File: src/hw/rtl/gfr_pkg.sv
// ----------------------------------------------------------------------------
// gfr_pkg
// Shared types, constants and the CRC-8 byte update for the gamepad frame
// receiver.
// ----------------------------------------------------------------------------
package gfr_pkg;

    localparam logic [7:0] HDR_BYTE   = 8'hAA;
    localparam logic [7:0] TAIL_BYTE  = 8'hBB;
    localparam logic [7:0] CRC_POLY   = 8'h07;
    localparam logic [8:0] ALIGN_MASK = 9'h010;

    localparam int PAYLOAD_LAST = 11;

    localparam logic [3:0] POS_IDLE = 4'd0;
    localparam logic [3:0] POS_LAST = 4'd11;
    localparam logic [3:0] POS_CRC  = 4'd12;
    localparam logic [3:0] POS_TAIL = 4'd13;

    typedef logic [7:0] byte_t;
    typedef logic [3:0] pos_t;

    typedef struct packed {
        logic                            done;
        logic                            ok;
        logic [PAYLOAD_LAST:1][7:0]      payload;
    } frame_t;

    function automatic byte_t crc8_byte(input byte_t crc, input byte_t data);
        byte_t c;
        c = crc ^ data;
        for (int b = 0; b < 8; b++)
        begin
            if (c[7])
                c = {c[6:0], 1'b0} ^ CRC_POLY;
            else
                c = {c[6:0], 1'b0};
        end
        return c;
    endfunction

endpackage

File: src/hw/rtl/gfr_assembler.sv
// ----------------------------------------------------------------------------
// gfr_assembler
// Header hunt, payload capture, running CRC-8 and tail check for one frame.
// ----------------------------------------------------------------------------
module gfr_assembler (
    input  logic           clk,
    input  logic           rst_n,
    input  logic           take,
    input  gfr_pkg::byte_t rx_byte,
    output gfr_pkg::frame_t frame
);
    import gfr_pkg::*;

    pos_t                        fill_reg;
    pos_t                        fill_next;
    byte_t                       crc_reg;
    byte_t                       crc_next;
    logic                        crc_match_reg;
    logic                        crc_match_next;
    logic [PAYLOAD_LAST:1][7:0]  payload_reg;

    always_comb
    begin
        fill_next      = fill_reg;
        crc_next       = crc_reg;
        crc_match_next = crc_match_reg;
        if (take)
        begin
            case (fill_reg)
                POS_IDLE:
                begin
                    if (rx_byte == HDR_BYTE)
                    begin
                        fill_next = fill_reg + 4'd1;
                        crc_next  = '0;
                    end
                end
                POS_CRC:
                begin
                    crc_match_next = (crc_reg == rx_byte);
                    fill_next      = POS_TAIL;
                end
                POS_TAIL:
                begin
                    fill_next = POS_IDLE;
                end
                default:
                begin
                    crc_next  = crc8_byte(crc_reg, rx_byte);
                    fill_next = fill_reg + 4'd1;
                end
            endcase
        end
    end

    always_ff @(posedge clk or negedge rst_n)
    begin
        if (!rst_n)
        begin
            fill_reg      <= POS_IDLE;
            crc_reg       <= '0;
            crc_match_reg <= 1'b0;
        end
        else
        begin
            fill_reg      <= fill_next;
            crc_reg       <= crc_next;
            crc_match_reg <= crc_match_next;
        end
    end

    always_ff @(posedge clk)
    begin
        for (int i = 1; i <= PAYLOAD_LAST; i++)
        begin
            if (take && fill_reg == 4'(i))
                payload_reg[i] <= rx_byte;
        end
    end

    assign frame.done    = take && (fill_reg == POS_TAIL);
    assign frame.ok      = crc_match_reg && (rx_byte == TAIL_BYTE);
    assign frame.payload = payload_reg;

endmodule

File: src/hw/rtl/gamepad_frame_receiver_crc8_top.sv
// ----------------------------------------------------------------------------
// gamepad_frame_receiver_crc8_top
// Takes one received byte per cycle while the input is not stalled: a
// running CRC-8 is folded in as each payload byte arrives, and a frame is
// 14 bytes long. The result of a frame is registered and shows on the output
// in the cycle after its closing byte is taken. The input stalls only while a
// result waits in the output register and the output is stalled. The stick,
// press and keypad values are held registers that change only on a good frame.
// ----------------------------------------------------------------------------
module gamepad_frame_receiver_crc8_top (
    input  logic                clk,
    input  logic                rst_n,
    input  logic                cfg_valid,
    output logic                cfg_ready,
    input  logic                cfg_data,
    input  logic                in_valid,
    output logic                in_stall,
    input  gfr_pkg::byte_t      rx_byte,
    output logic                out_valid,
    input  logic                out_stall,
    output logic                frame_ok,
    output logic signed [15:0]  left_x,
    output logic signed [15:0]  left_y,
    output logic signed [15:0]  right_x,
    output logic signed [15:0]  right_y,
    output logic                stick_press_left,
    output logic                stick_press_right,
    output logic [8:0]          keypad_state,
    output logic [8:0]          release_events,
    output logic [8:0]          published_events
);
    import gfr_pkg::*;

    frame_t       frame;
    logic         take;
    logic         good;
    logic [8:0]   keys_now;
    logic [8:0]   release_next;

    logic         align_reg;
    logic         out_valid_reg;
    logic         out_valid_next;
    logic         frame_ok_reg;
    logic [15:0]  left_x_reg;
    logic [15:0]  left_y_reg;
    logic [15:0]  right_x_reg;
    logic [15:0]  right_y_reg;
    logic [1:0]   presses_reg;
    logic [8:0]   keypad_reg;
    logic [8:0]   release_reg;
    logic [8:0]   published_reg;

    assign cfg_ready = 1'b1;
    assign in_stall  = out_valid_reg && out_stall;
    assign take      = in_valid && !in_stall;

    gfr_assembler u_assembler (
        .clk     (clk),
        .rst_n   (rst_n),
        .take    (take),
        .rx_byte (rx_byte),
        .frame   (frame)
    );

    assign good         = frame.done && frame.ok;
    assign keys_now     = {frame.payload[10][0], frame.payload[11]};
    assign release_next = good ? (keypad_reg & ~keys_now) : '0;

    always_comb
    begin
        out_valid_next = out_valid_reg;
        if (!out_stall)
            out_valid_next = 1'b0;
        if (frame.done)
            out_valid_next = 1'b1;
    end

    always_ff @(posedge clk or negedge rst_n)
    begin
        if (!rst_n)
        begin
            align_reg     <= 1'b0;
            out_valid_reg <= 1'b0;
            left_x_reg    <= '0;
            left_y_reg    <= '0;
            right_x_reg   <= '0;
            right_y_reg   <= '0;
            presses_reg   <= '0;
            keypad_reg    <= '0;
        end
        else
        begin
            if (cfg_valid && cfg_ready)
                align_reg <= cfg_data;
            out_valid_reg <= out_valid_next;
            if (good)
            begin
                left_x_reg  <= {frame.payload[1], frame.payload[2]};
                left_y_reg  <= {frame.payload[3], frame.payload[4]};
                right_x_reg <= {frame.payload[5], frame.payload[6]};
                right_y_reg <= {frame.payload[7], frame.payload[8]};
                presses_reg <= frame.payload[9][1:0];
                keypad_reg  <= keys_now;
            end
        end
    end

    always_ff @(posedge clk)
    begin
        if (frame.done)
        begin
            frame_ok_reg  <= frame.ok;
            release_reg   <= release_next;
            published_reg <= align_reg ? (release_next & ALIGN_MASK) : release_next;
        end
    end

    assign out_valid         = out_valid_reg;
    assign frame_ok          = frame_ok_reg;
    assign left_x            = left_x_reg;
    assign left_y            = left_y_reg;
    assign right_x           = right_x_reg;
    assign right_y           = right_y_reg;
    assign stick_press_left  = presses_reg[0];
    assign stick_press_right = presses_reg[1];
    assign keypad_state      = keypad_reg;
    assign release_events    = release_reg;
    assign published_events  = published_reg;

    a_release_needs_ok: assert property (@(posedge clk) disable iff (!rst_n)
        out_valid && release_events != '0 |-> frame_ok)
        else $error("release events on a bad frame");

    a_published_subset: assert property (@(posedge clk) disable iff (!rst_n)
        out_valid |-> (published_events & ~release_events) == '0)
        else $error("published event without release");

    a_bad_frame_keeps_keys: assert property (@(posedge clk) disable iff (!rst_n)
        out_valid && !frame_ok |-> $stable(keypad_state))
        else $error("keypad changed on a bad frame");

    a_hold_result: assert property (@(posedge clk) disable iff (!rst_n)
        out_valid && out_stall |=> out_valid && $stable(left_x) && $stable(release_events))
        else $error("result changed while stalled");

endmodule
File: config.mk
export PLATFORM = sky130hd
export DESIGN_NAME = gamepad_frame_receiver_crc8_top
export DESIGN_NICKNAME = d
export VERILOG_FILES = /design/src/hw/rtl/gfr_pkg.sv /design/src/hw/rtl/gfr_assembler.sv /design/src/hw/rtl/gamepad_frame_receiver_crc8_top.sv
export SDC_FILE = /design/constraint.sdc
export NUM_CORES = 1
export LEC_CHECK = 0
export BUFFER_PORTS_ARGS = -buffer_cell sky130_fd_sc_hd__buf_2
export CAP_MARGIN = 20
export CORE_MARGIN = 3
export CORE_UTILIZATION = 25
export DETAILED_ROUTE_END_ITERATION = 8
export GPL_TIMING_DRIVEN = 0
export PLACE_DENSITY_LB_ADDON = 0.2
export SLEW_MARGIN = 30
export SYNTH_ARGS = -nofsm -noshare
export SYNTH_HDL_FRONTEND = slang
export SYNTH_SLANG_ARGS = --single-unit
File: constraint.sdc
create_clock -name clk -period 3.8 [get_ports clk]
set_input_delay 0.38 -clock clk [delete_from_list [all_inputs] [get_ports clk]]
set_output_delay 0.38 -clock clk [all_outputs]
set_load 0.02 [all_outputs]
# After elaboration in Yosys (flattened, before gate mapping)
# Index checks and enable logic that the tools add are counted.
# op_classes
n_addsub	1
n_mul	0
n_div	0
n_lt_le_gt_ge	0
eq_ne	18
n_shift	0
mux	29
n_bitwise	12
reduce_logical	23
# op_table
op	n
two-way mux 8 bit	15
== test 4 bit (second input constant)	6
two-way mux 3 bit	8
NOT 3 bit	8
== test 4 x 3 -> 1 bit (second input constant)	4
== test 8 bit (second input constant)	2
logical AND 1 bit	16
one-hot mux 8 bit (2 select lines)	1
one-hot mux 4 bit (3 select lines)	1
bitwise AND 9 bit	1
two-way mux 9 bit	1
NOT 9 bit	1
== test 4 x 2 -> 1 bit (second input constant)	2
== test 8 bit	1
XOR 8 bit	1
adder 4 x 1 -> 4 bit (second input constant)	1
== test 4 x 1 -> 1 bit (second input constant)	1
zero test 4 bit	1
two-way mux 4 bit	1
inequality test 2 x 1 -> 1 bit (second input constant)	2
AND reduction 2 bit	2
AND reduction 3 bit	1
OR reduction 3 bit	1
two-way mux 1 bit	2
3 further kinds	3
# totals
regBits	184
latchBits	0
ram_bits	0
romBits	0
in_bits	14
elab_cells	109
mem_count	0

# Logic depth before layout (Yosys ltp)
# logic_depth
ltp_word	32
ltp_mapped	8

# Hierarchy
# From an unflattened synthesis, not the netlist that was laid out.
# hier_totals
hier_cells	414
area_unflattened_um2	7562.3
# by_module_without_submodules
module	instances	cells_each	area_per_inst_um2	seq_area_each_um2
gfr_assembler	1	201	3799.9	2967.8
gamepad_frame_receiver_crc8_top	1	213	3762.4	2467.4

# Least setup slack after synthesis
# No wires, ideal clock.
# synth_timing
kind	reg2reg
start	register u_assembler.fill_reg[1]
end	register keypad_reg[0], in the netlist keypad_state[0]
setup_time_ns	0.125
arrival_time_ns	2.550
setup_slack_ns	1.125
stages_incl_launch_ff	9
n_path_buf	2
period_less_slack_ns	2.675
path_cell_list	dfrtp_1 -> inv_1 -> ha_1 -> nand3_1 -> nor2_1 -> nand2_1 -> buf_6 -> buf_6 -> mux2_4
# synth_lines
item	line	source
start, declared	gfr_assembler.sv:14	pos_t fill_reg;
start signal, assigned	gfr_assembler.sv:66	fill_reg <= fill_next;
end signal, assigned	gamepad_frame_receiver_crc8_top.sv:103	keypad_reg <= keys_now;
end, declared	gamepad_frame_receiver_crc8_top.sv:49	logic [8:0] keypad_reg;

==> results.md <==
- Post-CTS Resized: 0
- Gr ovfl total: 0
- FP Rows: 61
- Post-DP Area: 8280 um^2
- Xor and xnor area share after synthesis: 0.0371
- Sequential area share after synthesis: 0.703
- Setup Slack @ Placement: 1.21 ns
- Die Area: 30800 um^2
- Mapped Avg Cell Area: 17.8 um^2
- Total Routing Usage GR: 0.111
- Wire length per cell: 17.9 um
- Final ANT Viol Nets: 0
- Crit path arrival time: 2.85 ns
- Global-route wire length before repair: 25.3 mm
- Die width: 175 um
- Final net count: 556
- Unique masters post-synth: 43
- Crit path launch type: register
- Placed cell count: 893
- 1st-iter DRT viols: 203
- Ports: 111
- Share of cells above drive strength 1: 0.456
- Worst path cell trace: inv_1, ha_1, nand3_1, nor2_4, nand2_1, buf_2, nor3_1
- Root Driver: clkbuf_16
- Mux share of post-synthesis cell area: 0.145
- Synthesized area: 7180 um^2
- RSZ-0062 raised after global routing: no
- Post-Synth Adder-Cell Area: 0.0122
- CTS sink cnt: 183
- Final Cycle Share: 0.685
- Mapped Cells: 403
- DRC: 0
- Synth Register Bits: 183
- # H-tree levels: 4
- Fin. max-slew vios: 0
- Largest delay share family, worst path: simple AND/OR/NAND/NOR gates
- Longest Clk Path Bufs: 2
- Setup ws final: 1.20 ns
- Largest family of logic cells by synthesized area: multiplexers
- Commonest non-fill, non-tap cells in the layout: buf_2, edfxtp_1, dfrtp_1
- Worst path slowest cell: nor2_4
- Status: finished clean
- Finished Cell Area: 8840 um^2
- DRT Pass-1 Iters: 4
- Number of flops mapped to enable cells by yosys: 93
- Asr flop ratio synth: 0.492
- Initial antenna violation count: 0
- Worst-case clock skew: 0.0111 ns
- Largest register FFs: 75
- Clk pin slew, worst setup/hold paths: 0.07 ns
- DR vias: 3828
- Min-Delay Path Class: in -> reg
- Drt total wl: 16.6 mm
- Core box area: 28000 um^2
- Synth warn: 0
- CP peak stage delay: 0.57 ns
- Initial core utilization: 0.256
- RePlAce Congestion: 0.777
- Most used DFF post-synth: edfxtp_1
- Clk Latency, worst-skew pair: 0.42 ns
- Relative slew slack: 0.360
- PwrDens: 547 nW/um^2
- Setup TNS: 0 ns
- M3 GR Usage: 0.0296
- Max Clk Rate: 384 MHz
- Max VDD drop: 0.295 mV
- Worst path required time: 4.04 ns
- Area share of and/or/nand/nor cells after synthesis: 0.0558
- GR Util met1: 0.147
- CP endpoint kind: register
- Vias/cell: 4.13
- CP Max Fanout: 21
- Met2 Track Usage GR: 0.181
- Setup violations, final: 0
- Largest net degree at the start of global routing: 58
- Most common cell after layout, fill and taps aside: buf_2
- WP buf/inv: 2
- Syn_nets: 424
- MaxCap Viol Count: 0
- Final Non-Filler Cells: 927
- Area delta synth->final: 23.2%
- Worst Tran Pin Value: 0.956 ns
- Die H: 175 um
- Pleak: 4.04 nW
- Min cycle time layout: 2.60 ns
- Detailed placement HPWL: 10.9 mm
- WS Path Type: reg -> reg
- Count of input and output buffers: 109
- CTS Buf Count: 17
- CTS tree: yes
- Hold Fails Final Rpt: 0
- Vias in the first global route: 4032
- Compound-cell area share of the yosys netlist: 0.0284
- GRT busiest layer: met2
-- where the power goes --
part	switching, mW	internal [mW]
Clock	0.776	0.881
Combinational	0.463	0.382
Sequential	0.0913	2.25
-- cell type report --
type,count,area (um^2)
Buffer,15,114
Inverter,3,11.3
Multi-Input combinational cell,202,2040
Clock inverter,13,97.6
Fill cell,2777,19200
Antenna cell,1,2.50
Sequential cell,183,5040
Clock buffer,19,453
Tap cell,378,473
Timing Repair Buffer,113,604
-- synth_stat cells, types with 5 or more instances --
master,instances,area (um^2)
mux2_2,26,293
xnor2_1,9,78.8
nor3_1,16,80.1
edfxtp_1,93,2790
buf_6,6,67.6
a22o_1,5,43.8
dfrtp_1,90,2250
nor2_1,17,63.8
nand2_1,11,41.3
nand2b_1,12,75.1
o21ai_0,6,30.0
ha_1,7,87.6
mux2_4,50,751
-- layer usage --
| layer | vias to the layer above | wire (um) |
|---|---|---|
| li1 | 1746 | - |
| met1 | 1974 | 7830 |
| met2 | 98 | 7830 |
| met3 | 10 | 730 |
| met4 | 0 | 173 |
| met5 | - | 0 |
-- stage by stage --
| step | hold slack, ns | util | total power [mW] |
|---|---|---|---|
| 6_report | 0.202 | 0.316 | 4.84 |
| 5_1_grt | 0.177 | 0.316 | 5.09 |
| 4_1_cts | 0.176 | 0.315 | 4.91 |
| 3_5_place_dp | 0.309 | 0.295 | 3.23 |
| 3_3_place_gp | 0.457 | 0.293 | 3.18 |
| 2_1_floorplan | 0.0844 | - | 2.98 |
-- repair_timing --
action / 4_1_cts / 5_1_grt
hold buffers: 1 / 0
endpoints found under the hold margin: 33 / 0
buffers inserted: 0 / 0
-- final timing paths --
| kind | start | endpoint | slack, ns | depth (start not counted) |
|---|---|---|---|---|
| hold reg to reg | u_assembler.frame[32]$_DFFE_PP_ | right_x[8]$_DFFE_PN0P_ | 0.47 | 1 |
| min in group asynchronous | rst_n | align_reg$_DFFE_PN0P_ | 0.43 | 2 |
| setup reg to reg | u_assembler.fill_reg[1]$_DFFE_PN0P_ | published_events[7]$_SDFFCE_PP0P_ | 1.20 | 7 |
| setup / recovery | u_assembler.fill_reg[1]$_DFFE_PN0P_ | published_events[7]$_SDFFCE_PP0P_ | 1.20 | 7 |
| max in group asynchronous | rst_n | right_y[7]$_DFFE_PN0P_ | 2.74 | 3 |
| hold / removal | cfg_data | align_reg$_DFFE_PN0P_ | 0.20 | 2 |
-- cell families (layout without fill, tap and decap cells) --
| kind of cell | count (synthesis) | after routing |
|---|---|---|
| AND/OR/NAND/NOR | 73 | 73 |
| buffers and inverters | 18 | 163 |
| flip-flops | 183 | 183 |
| multiplexers | 76 | 76 |
| AO/OA/AOI/OAI | 26 | 26 |
| adder cells (fa/ha/maj) | 7 | 7 |
| other | 1 | 2 |
| XOR/XNOR | 19 | 19 |
(Power assumes the default switching activity.)
